===== config.mk =====
export PLATFORM = sky130hd
export DESIGN_NAME = lbnc_ctrl
export DESIGN_NICKNAME = d
export VERILOG_FILES = /design/src/design/lbnc_pkg.sv /design/src/design/lbnc_ctrl.sv
export SDC_FILE = /design/constraint.sdc
export NUM_CORES = 1
export LEC_CHECK = 0
export BUFFER_PORTS_ARGS = -buffer_cell sky130_fd_sc_hd__buf_4
export CAP_MARGIN = 20
export CORE_AREA = 2 2 39 41
export DETAILED_ROUTE_END_ITERATION = 16
export DIE_AREA = 0 0 41 43
export SLEW_MARGIN = 20
export SYNTH_ARGS = -nofsm -noshare
export SYNTH_HDL_FRONTEND = slang
export SYNTH_SLANG_ARGS = --single-unit
export TNS_END_PERCENT = 30

===== constraint.sdc =====
create_clock -name clk -period 1.65 [get_ports clk]
set_clock_uncertainty 0.05 [all_clocks]
set_input_delay 0.2475 -clock clk [delete_from_list [all_inputs] [get_ports clk]]
set_output_delay 0.2475 -clock clk [all_outputs]
set_load 0.01 [all_outputs]

===== src/design/lbnc_pkg.sv =====
// Package for the lattice boundary node classifier.
// Holds volume sizes, field widths, stencil tables, codes and the
// controller/datapath command and status types. No dependencies.
package lbnc_pkg;

	// Volume dimensions and derived sizes.
	localparam int SIZE_X  = 64;
	localparam int SIZE_Y  = 64;
	localparam int SIZE_Z  = 64;
	localparam int PLANE   = SIZE_X * SIZE_Y;
	localparam int VOXELS  = PLANE * SIZE_Z;
	localparam int ADDR_W  = $clog2(VOXELS);
	localparam int COORD_W = 6;
	localparam int DIM_W   = 9;
	localparam int LABEL_W = 3;

	// D3Q19 stencil: the rest direction plus 18 neighbours.
	localparam int DIRS     = 19;
	localparam int DIR_W    = $clog2(DIRS);
	localparam int DIR_LAST = DIRS - 1;

	// Item modes.
	localparam logic MODE_WRITE = 1'b0;
	localparam logic MODE_QUERY = 1'b1;

	// Per-axis step of one stencil direction.
	typedef enum logic [1:0] {
		ST_0,
		ST_P,
		ST_M
	} step_t;

	localparam step_t STEP_X_TAB [DIRS] = '{
		ST_0, ST_P, ST_M, ST_0, ST_0, ST_0, ST_0, ST_P, ST_M, ST_P,
		ST_M, ST_P, ST_M, ST_P, ST_M, ST_0, ST_0, ST_0, ST_0};
	localparam step_t STEP_Y_TAB [DIRS] = '{
		ST_0, ST_0, ST_0, ST_P, ST_M, ST_0, ST_0, ST_P, ST_P, ST_M,
		ST_M, ST_0, ST_0, ST_0, ST_0, ST_P, ST_M, ST_P, ST_M};
	localparam step_t STEP_Z_TAB [DIRS] = '{
		ST_0, ST_0, ST_0, ST_0, ST_0, ST_P, ST_M, ST_0, ST_0, ST_0,
		ST_0, ST_P, ST_P, ST_M, ST_M, ST_P, ST_P, ST_M, ST_M};

	// Result labels.
	typedef enum logic [LABEL_W-1:0] {
		LBL_FLUID  = 3'd0,
		LBL_SOLID  = 3'd1,
		LBL_NEAR   = 3'd2,
		LBL_INLET  = 3'd3,
		LBL_OUTLET = 3'd4
	} label_t;

	// Commands from the controller to the datapath.
	typedef struct packed {
		logic             write;
		logic             load;
		logic             rd_en;
		logic [DIR_W-1:0] dir;
		logic             result_load;
	} lbnc_cmd_t;

	// Status from the datapath to the controller.
	typedef struct packed {
		logic range_ok;
		logic out_free;
	} lbnc_stat_t;

	// Step one coordinate by -1, 0 or +1 with periodic wrap.
	function automatic logic [COORD_W-1:0] wrap_step(
		input logic [COORD_W-1:0] c,
		input step_t              d,
		input logic [DIM_W-1:0]   size
	);
		logic [DIM_W-1:0] nxt;
		nxt = DIM_W'(c) + DIM_W'(1);
		unique case (d)
			ST_P: return (nxt >= size) ? '0 : COORD_W'(nxt);
			ST_M: return (c == '0) ? COORD_W'(size - DIM_W'(1)) : c - COORD_W'(1);
			default: return c;
		endcase
	endfunction

	// Linear voxel address, x running fastest.
	function automatic logic [ADDR_W-1:0] voxel_addr(
		input logic [COORD_W-1:0] x,
		input logic [COORD_W-1:0] y,
		input logic [COORD_W-1:0] z
	);
		return ADDR_W'(ADDR_W'(z) * ADDR_W'(PLANE))
			+ ADDR_W'(ADDR_W'(y) * ADDR_W'(SIZE_X))
			+ ADDR_W'(x);
	endfunction

endpackage


===== src/design/lbnc_ctrl.sv =====
// Controller: takes input words, sequences the 19 stencil reads of a query
// and hands the finished label to the output register. Depends on lbnc_pkg.
module lbnc_ctrl (
	input  logic                 clk,
	input  logic                 arst_n,
	input  logic                 in_valid,
	input  logic                 in_mode,
	output logic                 in_ready,
	input  lbnc_pkg::lbnc_stat_t stat,
	output lbnc_pkg::lbnc_cmd_t  cmd
);

	typedef enum logic [1:0] {
		S_IDLE,
		S_RUN,
		S_DRAIN,
		S_DONE
	} state_t;

	state_t                     state_q;
	logic [lbnc_pkg::DIR_W-1:0] dir_q;
	logic                       take;

	assign in_ready = (state_q == S_IDLE);
	assign take     = in_valid && in_ready;

	// Commands decoded from the state and the accepted input word.
	always_comb begin
		cmd.write       = take && (in_mode == lbnc_pkg::MODE_WRITE) && stat.range_ok;
		cmd.load        = take && (in_mode == lbnc_pkg::MODE_QUERY) && stat.range_ok;
		cmd.rd_en       = (state_q == S_RUN);
		cmd.dir         = dir_q;
		cmd.result_load = (state_q == S_DONE) && stat.out_free;
	end

	// State and direction counter.
	always_ff @(posedge clk or negedge arst_n) begin
		if (!arst_n) begin
			state_q <= S_IDLE;
			dir_q   <= '0;
		end else begin
			unique case (state_q)
				S_IDLE: begin
					dir_q <= '0;
					if (cmd.load) begin
						state_q <= S_RUN;
					end
				end
				S_RUN: begin
					if (dir_q == lbnc_pkg::DIR_W'(lbnc_pkg::DIR_LAST)) begin
						dir_q   <= '0;
						state_q <= S_DRAIN;
					end else begin
						dir_q <= dir_q + lbnc_pkg::DIR_W'(1);
					end
				end
				S_DRAIN: begin
					state_q <= S_DONE;
				end
				S_DONE: begin
					if (stat.out_free) begin
						state_q <= S_IDLE;
					end
				end
				default: begin
					state_q <= S_IDLE;
				end
			endcase
		end
	end

	// A sweep ends after exactly the last stencil direction.
	a_sweep_end: assert property (@(posedge clk) disable iff (!arst_n)
		(state_q == S_RUN && dir_q == lbnc_pkg::DIR_W'(lbnc_pkg::DIR_LAST))
		|=> (state_q == S_DRAIN))
		else $error("stencil sweep did not end after the last direction");

	// The direction counter never passes the stencil size.
	a_dir_range: assert property (@(posedge clk) disable iff (!arst_n)
		dir_q <= lbnc_pkg::DIR_W'(lbnc_pkg::DIR_LAST))
		else $error("direction counter out of range");

	// A pending result word is never overwritten.
	a_no_overwrite: assert property (@(posedge clk) disable iff (!arst_n)
		cmd.result_load |-> stat.out_free)
		else $error("result loaded while output register busy");

	// The single memory port is never asked for a write and a read together.
	a_one_port: assert property (@(posedge clk) disable iff (!arst_n)
		cmd.write |-> !cmd.rd_en)
		else $error("memory write and read in the same cycle");

	// A query load starts a sweep from the rest direction.
	a_sweep_start: assert property (@(posedge clk) disable iff (!arst_n)
		cmd.load |=> (state_q == S_RUN && dir_q == '0))
		else $error("query did not start a sweep at direction zero");

endmodule

==> flow_summary.yaml, run 1 <==
outcome:
  status: "completed"
floorplan:
  pin_count: 16
  dieWidth_um: 41
  fp-row-count: 14
  dieArea_um2: 1760
  fp.dieH_um: 43
  start_util: 0.345
  core_area_um2: 1380
global_routing:
  antenna_found_initial: 0
  overflow: 0
  first_global_vias: 378
  grt_util_all_layers: 0.131
  grt_max_degree: 8
  grt_pass1_wl_um: 1520
synth:
  synth_area_per_cell_um2: 10.4
  synthSimpleGateAreaFrac: 0.283
  synth_area_leaders: "dfrtp_1 37%, ha_1 16%, nand4bb_4 5.8%"
  synthCells: 46
  muxShareOfSynthArea: 0.0524
  synth.top_cell.area_share: 0.366
  synthAdderAreaFrac: 0.157
  ys_ff_latch: 7
  synth_area_um2: 478
  synth_top_area_cell: "dfrtp_1"
  synth_top_family_by_area: "simple AND/OR/NAND/NOR gates"
  synth-compound-area-share: 0.0916
  synth.distinct_cells: 21
  ys_seq_area_frac: 0.366
  synth-warning-count: 0
  synth_nets: 58
  synth-xor-area-share: 0.0183
worst_setup_path:
  crit_fanout: 6
  setup.worst_path.start_class: "flip-flop"
  cp.required_ns: 1.35
  cp-end-kind: "output port"
  cp.arrival_ns: 1.28
  worstSetupPathType: "reg -> out"
route:
  drc: 0
  vias_per_cell: 4.87
  first_iter_violations: 4
  routedWlPerCell_um: 11.0
  via_count: 414
  antenna_left: 0
  firstDrtPassIters: 3
  wl_um: 936
sta:
  tightest_slew_ns: 0.268
  fmax_ghz: 0.635
  period_needed_ns: 1.57
  relSlewSlack: 0.821
  tns_ns: 0
  fin_crit_sh: 0.954
  setup_viol: 0
  report.final.slew_viol_count: 0
  hold_violations: 0
layout:
  fin_nets: 82
  multi_input_area_um2: 300
  ff_latch_area_um2: 175
  n_antenna_cell: 0
  layout_commonest_cell: "buf_4"
  fillCellCount: 145
  syn_to_final_growth_pct: 42.7
  drive_gt1_frac: 0.406
  final_cell_mix: "18 x buf_4, 7 x dfrtp_1, 5 x ha_1"
  final_cells: 85
cts:
  cts.clk_slew.worst_paths_ns: 0.05
  clock_path_buffers: 2
  htreeDepth: 1
  worstSkewPairLatency_ns: 0.24
  cts.sinks: 7
  cts_made_buffers: 3
  cts.root.buffer_cell: "clkbuf_4"
  cts_tree: "yes"
placement:
  post-place-cells: 79
  globalplace.congestion: 0.670
  port_buffers: 15
  hpwl_um: 718
worst_hold_path:
  hold_path_class: "in -> async"
pwr:
  irDropWorstVdd_mv: 0.818
  total_power_mw: 1.08
  p_per_area_nw_per_um2: 1580
  p_leak_nw: 0.338
run:
  drv_cap: 0
[flip-flops by register name (all words and copies together) (netlist names)]
signal   count
state_q      2
dir_q        5
[critical path, cell delays in order, from the launching register on]
cell and delay, ns:
dfrtp_1 0.41, inv_1 0.12, ha_1 0.32, buf_4 0.18
[kinds of logic (layout without fill, tap and decap cells)]
kind of cell / Yosys count / after routing
AOI/OAI and AO/OA: 7 / 7
xor gates and xnor gates: 1 / 1
adders and majority gates: 6 / 6
buffers and inverters: 4 / 27
DFF: 7 / 7
muxes: 2 / 2
and+or+nand+nor: 19 / 19
[area by class of cell]
type                       instances  area share
tap                               16      0.0294
clock buffer                       4      0.0385
sequential                         7       0.257
multi-input combinational         35       0.440
timing repair buffer              19       0.213
inverter                           4      0.0220
[per-layer routing]
metal,wire [um],global-route usage,vias up
met2,465,0.197,16
met3,76,0.0314,2
met5,0,0,-
met1,389,0.151,187
met4,4,0.100,0
li1,-,-,209
[stage by stage]
step | hold slack (ns) | cell area (um2) | utilization | worst slack [ns]
final | 0.302 | 682 | 0.493 | 0.0755
after global routing | 0.303 | 682 | 0.493 | -0.0157
after CTS | 0.295 | 664 | 0.480 | 0.0228
after detailed placement | 0.0179 | 626 | 0.452 | 0.144
after global placement | 0.0177 | 626 | 0.452 | 0.184
after floorplan | -0.0981 | 478 | - | 0.185
[Yosys cell counts, drive strengths merged]
cell type / count
dfrtp: 7
ha: 6
nand2: 5
nand3: 5
inv: 4
nor2: 4
o21ai: 3
a21o: 1
a31oi: 1
a32oi: 1
and2: 1
mux2: 1
mux2i: 1
nand4: 1
nand4bb: 1
nor3b: 1
o22ai: 1
or2b: 1
xor2: 1
[where the power goes]
part / switching (mW) / internal [mW]
Clock: 0.0578 / 0.0919
Sequential: 0.0673 / 0.229
Combinational: 0.300 / 0.331
[worst paths after layout]
check	from	to	slack [ns]	depth (start not counted)
max reg2reg	state_q[1]	state_q[1]	0.13	5
min reg2reg	dir_q[4]	dir_q[4]	0.50	1
min in group clk	stat[0]	state_q[0]	0.30	3
min	arst_n	dir_q[4]	0.30	2
max in group asynchronous	arst_n	dir_q[1]	1.12	2
max	state_q[1]	cmd[6]	0.08	3
[what timing repair did]
action	CTS	global route
buffers inserted	0	1
resized for setup	1	2
setup endpoints to repair	2	2
endpoints found under the hold margin	7	0
hold buffers	1	0
Power figures use the tool's default switching activity.
==> inputs of run 2 (changes only) <==
PLACE_DENSITY_LB_ADDON = 0.1   (was unset)
==> run 2 against run 1 <==
  * Register-to-register slack about the same
  * Die area unchanged
  * Flip-flop and latch count unchanged
  * Wire length increased by 3.6%
  * Clock-buffer cell count unchanged
  * Utilization decreased by 0.54 points
  * Clock power increased by 7%
  * Sequential power decreased by 3%
  * Power decreased by 0.56%
  * Worst setup slack improved by 0.025 ns
  * Highest routed layer unchanged
==> flow_summary.yaml, run 2 (same netlist as run 1, synthesis figures left out) <==
route:
  via_count: 408
  routedWlPerCell_um: 11.5
  first_iter_violations: 3
  wl_um: 970
  drc: 0
  firstDrtPassIters: 2
  antenna_left: 0
  vias_per_cell: 4.86
global_routing:
  first_global_vias: 403
  overflow: 0
  grt_util_all_layers: 0.148
  grt_max_degree: 8
  grt_pass1_wl_um: 1730
  antenna_found_initial: 0
layout:
  drive_gt1_frac: 0.397
  largest-register: "dir_q"
  layout_commonest_cell: "buf_4"
  n_antenna_cell: 0
  fillCellCount: 137
  fin_area_um2: 674
  largest_reg_flops: 5
  reg_top3: "dir_q (5), state_q (2)"
  final_cell_mix: "17 x buf_4, 7 x dfrtp_1, 5 x ha_1"
  fin_nets: 81
  syn_to_final_growth_pct: 41.1
placement:
  dp_slack_ns: 0.128
  place_area_um2: 626
  hpwl_um: 794
  port_buffers: 15
  globalplace.congestion: 0.641
worst_hold_path:
  hold_path_class: "in -> async"
sta:
  report.final.slew_viol_count: 0
  relSlewSlack: 0.828
  hold_violations: 0
  layout_setup_ws_ns: 0.101
  fin_crit_sh: 0.939
  rsz0062_at_grt: "no"
  fmax_ghz: 0.645
  setup_viol: 0
  tns_ns: 0
  period_needed_ns: 1.55
  tightest_slew_ns: 0.257
cts:
  cts.sinks: 7
  post-cts-setup-buffers: 0
  cts_made_buffers: 3
  cts.root.buffer_cell: "clkbuf_4"
  clock_path_buffers: 2
  cts_tree: "yes"
  worstSkewPairLatency_ns: 0.25
  cts.clk_slew.worst_paths_ns: 0.05
  htreeDepth: 1
pwr:
  p_sw_frac: 0.402
  power.internal_uw: 640
  p_per_area_nw_per_um2: 1590
  power_switching_uw: 431
  pwr-share-seq: 0.268
  clockPowerShare: 0.149
  p_leak_nw: 0.333
  p_comb_frac: 0.583
  irDropWorstVdd_mv: 0.674
  total_power_mw: 1.07
worst_setup_path:
  cp.required_ns: 1.35
  critPathSlowestCell: "dfrtp_1"
  r2r_cells: 6
  ff2ff_setup_slack_ns: 0.13
  reg2reg_from: "dir_q[0]"
  reg2reg_to: "state_q[1]"
  cp-end-kind: "output port"
  worstSetupPathType: "reg -> out"
  critical-path-max-stage-delay_ns: 0.40
  crit_fanout: 6
  cp.arrival_ns: 1.25
  critPathTopFamily: "flip-flops"
  crit_buf_inv: 2
  crit_chain: "inv_1 > ha_1 > buf_4"
  setup.worst_path.start_class: "flip-flop"
floorplan:
  core_area_um2: 1380
  start_util: 0.345
  pin_count: 16
  dieWidth_um: 41
  fp.dieH_um: 43
  dieArea_um2: 1760
  fp-row-count: 14
outcome:
  status: "completed"
run:
  drv_cap: 0
==> run 2: cell type report <==
class                      instances  area, um2  share of cell area
tap                               16       20.0              0.0297
inverter                           4       15.0              0.0223
clock buffer                       4       26.3              0.0390
sequential                         7        175               0.260
multi-input combinational         35        300               0.445
timing repair buffer              18        138               0.204
==> run 2: power by group through the flow <==
stage,clock [mW],sequential [mW],combinational (mW)
final,0.160,0.287,0.624
after global routing,0.180,0.296,0.715
after CTS,0.167,0.285,0.615
after detailed placement,0,0.289,0.602
after global placement,0,0.288,0.598
after floorplan,0,0.295,0.376
==> run 2: timing repair <==
| item | in CTS | in global routing |
|---|---|---|
| hold buffers | 1 | 0 |
| gates resized for setup | 1 | 2 |
| setup endpoints to repair | 2 | 2 |
| endpoints found under the hold margin | 7 | 0 |
==> run 2: worst register-to-register path: stages (launching register included) <==
cell       delay, ns
dfrtp_1         0.43
inv_1           0.09
ha_1            0.19
nand4bb_4       0.15
nand2_4         0.14
nand3_4         0.08
mux2_4          0.30
==> run 2: worst max-delay path by stage <==
| stage | startpoint | depth (start not counted) | to | slack [ns] |
|---|---|---|---|---|
| 2_1_floorplan | dir_q[0] | 6 | state_q[1] | 0.19 |
| 3_3_place_gp | dir_q[0] | 6 | state_q[1] | 0.16 |
| 3_5_place_dp | dir_q[0] | 6 | state_q[1] | 0.13 |
| 4_1_cts | state_q[0] | 5 | cmd[7] | 0.02 |
| 5_1_grt | dir_q[0] | 6 | state_q[1] | 0.02 |
| 6_report | state_q[1] | 3 | cmd[6] | 0.10 |
==> run 2: through the flow <==
step                      instances  hold WS, ns  utilization
after global routing             84        0.303        0.487
after detailed placement         79       0.0164        0.452
final                            84        0.291        0.487
after floorplan                  46      -0.0981            -
after global placement           79       0.0172        0.452
after CTS                        84        0.288        0.480
==> run 2: routing by layer <==
layer  track usage  wire length, um  vias to the layer above
li1              -                -                      206
met1         0.170              394                      188
met2         0.222              504                       12
met4        0.0600                9                        0
met5             0                0                        -
met3        0.0785               60                        2
==> inputs of run 3 (changes only) <==
ABC_AREA = 1   (was unset)
==> run 3 against run 2 <==
  * Flip-flop and latch count is the same
  * Area after synthesis fell by 1.0%
  * Clock power down 5%
  * Sequential power rose by 5%
  * Die area did not move
  * Worst setup slack lost 0.0025 ns
  * Wire length down 7.3%
  * Clock-buffer cell count unchanged
==> flow_summary.yaml, run 3 <==
outcome:
  status: "completed"
layout:
  syn_to_final_growth_pct: 38.9
  final_cells: 95
  layout_commonest_cell: "buf_4"
  drive_gt1_frac: 0.304
  n_antenna_cell: 0
  fin_nets: 92
  reg_top3: "dir_q (5), state_q (2)"
  largest-register: "dir_q"
  final_cell_mix: "15 x buf_4, 13 x nand2_1, 10 x inv_1, 7 x dfrtp_1"
  largest_reg_flops: 5
floorplan:
  dieWidth_um: 41
  pin_count: 16
  core_area_um2: 1380
  start_util: 0.342
  fp-row-count: 14
  fp.dieH_um: 43
  dieArea_um2: 1760
pwr:
  p_comb_frac: 0.560
  clockPowerShare: 0.147
  pwr-share-seq: 0.292
  p_leak_nw: 0.356
  p_per_area_nw_per_um2: 1570
  p_sw_frac: 0.434
  power.internal_uw: 585
  irDropWorstVdd_mv: 0.789
  power_switching_uw: 448
placement:
  globalplace.congestion: 0.767
  post-place-cells: 90
  port_buffers: 15
  hpwl_um: 691
global_routing:
  grt-busiest-layer: "met1"
  grt_util_met2: 0.150
  antenna_found_initial: 0
  gr-usage-met3: 0.0628
  grt_max_degree: 8
  first_global_vias: 344
  overflow: 0
  grt_pass1_wl_um: 1430
  use_met1: 0.175
  grt_util_all_layers: 0.121
synth:
  ys_ff_latch: 7
  synth_area_um2: 473
  ys_seq_area_frac: 0.370
  synth_most_common_cell: "nand2_1"
  synthCells: 59
  ys.flop_type: "dfrtp_1"
  synth.top_cell.area_share: 0.370
  synth_area_leaders: "dfrtp_1 37%, ha_1 16%, nand2_1 10%"
  synth-warning-count: 0
  synth_area_per_cell_um2: 8.02
  synth.top_cells.by_count: "13 x nand2_1, 10 x inv_1, 7 x dfrtp_1"
  async_flop_share: 1.00
  synth_top_area_cell: "dfrtp_1"
  synth.distinct_cells: 15
  synth_nets: 71
  synth_edf_count: 0
cts:
  worstSkewPairLatency_ns: 0.25
  cts.clk_slew.worst_paths_ns: 0.05
  clock_path_buffers: 2
  cts_made_buffers: 3
  htreeDepth: 1
  cts.sinks: 7
  cts.root.buffer_cell: "clkbuf_4"
  cts_tree: "yes"
sta:
  fin_crit_sh: 0.940
  hold_violations: 0
  report.final.slew_viol_count: 0
  whs_ns: 0.290
  relSlewSlack: 0.859
  period_needed_ns: 1.55
  fmax_ghz: 0.644
  setup_viol: 0
  tightest_slew_ns: 0.211
worst_setup_path:
  critical-path-max-stage-delay_ns: 0.41
  crit_path_frequent_cell: "inv_1"
  cp-end-kind: "output port"
  critPathTopFamily: "flip-flops"
  cp.arrival_ns: 1.25
  crit_chain: "inv_1 > ha_4 > nand4_1 > inv_1 > buf_4"
  worstSetupPathType: "reg -> out"
  crit_buf_inv: 3
  cp.required_ns: 1.35
  critPathSlowestCell: "dfrtp_1"
  setup.worst_path.start_class: "flip-flop"
  crit_fanout: 6
route:
  firstDrtPassIters: 2
  via_count: 416
  drc: 0
  vias_per_cell: 4.38
  wl_um: 899
  antenna_left: 0
  first_iter_violations: 11
  routedWlPerCell_um: 9.46
run:
  drv_cap: 0
worst_hold_path:
  hold_path_class: "in -> async"
-- run 3: cell type report --
| class | instances | area [um2] |
|---|---|---|
| clock buffers | 4 | 26.3 |
| fillers | 129 | 727 |
| inverters | 10 | 37.5 |
| multi-input cells | 42 | 275 |
| flip-flops and latches | 7 | 175 |
| well taps | 16 | 20.0 |
| repair buffers | 16 | 123 |
-- run 3: repair_timing --
action                     in CTS  in global routing
resized for setup               1                  2
hold buffers                    1                  0
hold endpoints to repair        7                  0
setup buffers                   0                  0
setup endpoints to repair       2                  2
-- run 3: final timing paths --
kind	cells past startpoint	endpoint	start	slack [ns]
worst min-delay path	2	dir_q[3]	arst_n	0.29
worst max-delay path	5	cmd[7]	state_q[1]	0.1
worst max register to register	6	dir_q[4]	state_q[1]	0.24
worst min register to register	2	state_q[1]	state_q[1]	0.49
max in group asynchronous	2	dir_q[1]	arst_n	1.13
min in group clk	6	state_q[1]	stat[0]	0.38
-- run 3: cell families (layout without fill, tap and decap cells) --
logic type      after synthesis  count (layout)  synth area share
fa+ha+maj                     6               6             0.159
xor+xnor                      2               2            0.0370
compound gates                5               5            0.0529
simple gates                 29              29             0.302
flops                         7               7             0.370
buf+inv                      10              30            0.0794
-- run 3: power by group through the flow --
stage               Combinational, mW  Clock (mW)  Sequential (mW)
finish                          0.579       0.152            0.302
global route                    0.669       0.173            0.313
CTS                             0.554       0.161            0.300
detailed placement              0.540           0            0.303
global placement                0.542           0            0.302
floorplan                       0.350           0            0.303
-- run 3: stage by stage --
step	TNS (ns)	instance area, um2	setup WS (ns)	util	power (mW)
3_5_place_dp	0	606	0.219	0.438	0.843
5_1_grt	-0.0328	657	-0.0165	0.475	1.15
6_report	0	657	0.0983	0.475	1.03
2_1_floorplan	0	473	0.277	-	0.652
4_1_cts	0	644	0.0432	0.466	1.02
3_3_place_gp	0	606	0.229	0.438	0.845
-- run 3: layer usage --
layer | share of wire | vias up | wire (um)
li1 | - | 231 | -
met1 | 0.47 | 175 | 424
met2 | 0.45 | 10 | 403
met3 | 0.079 | 0 | 71
met4 | 0 | 0 | 0
met5 | 0 | - | 0
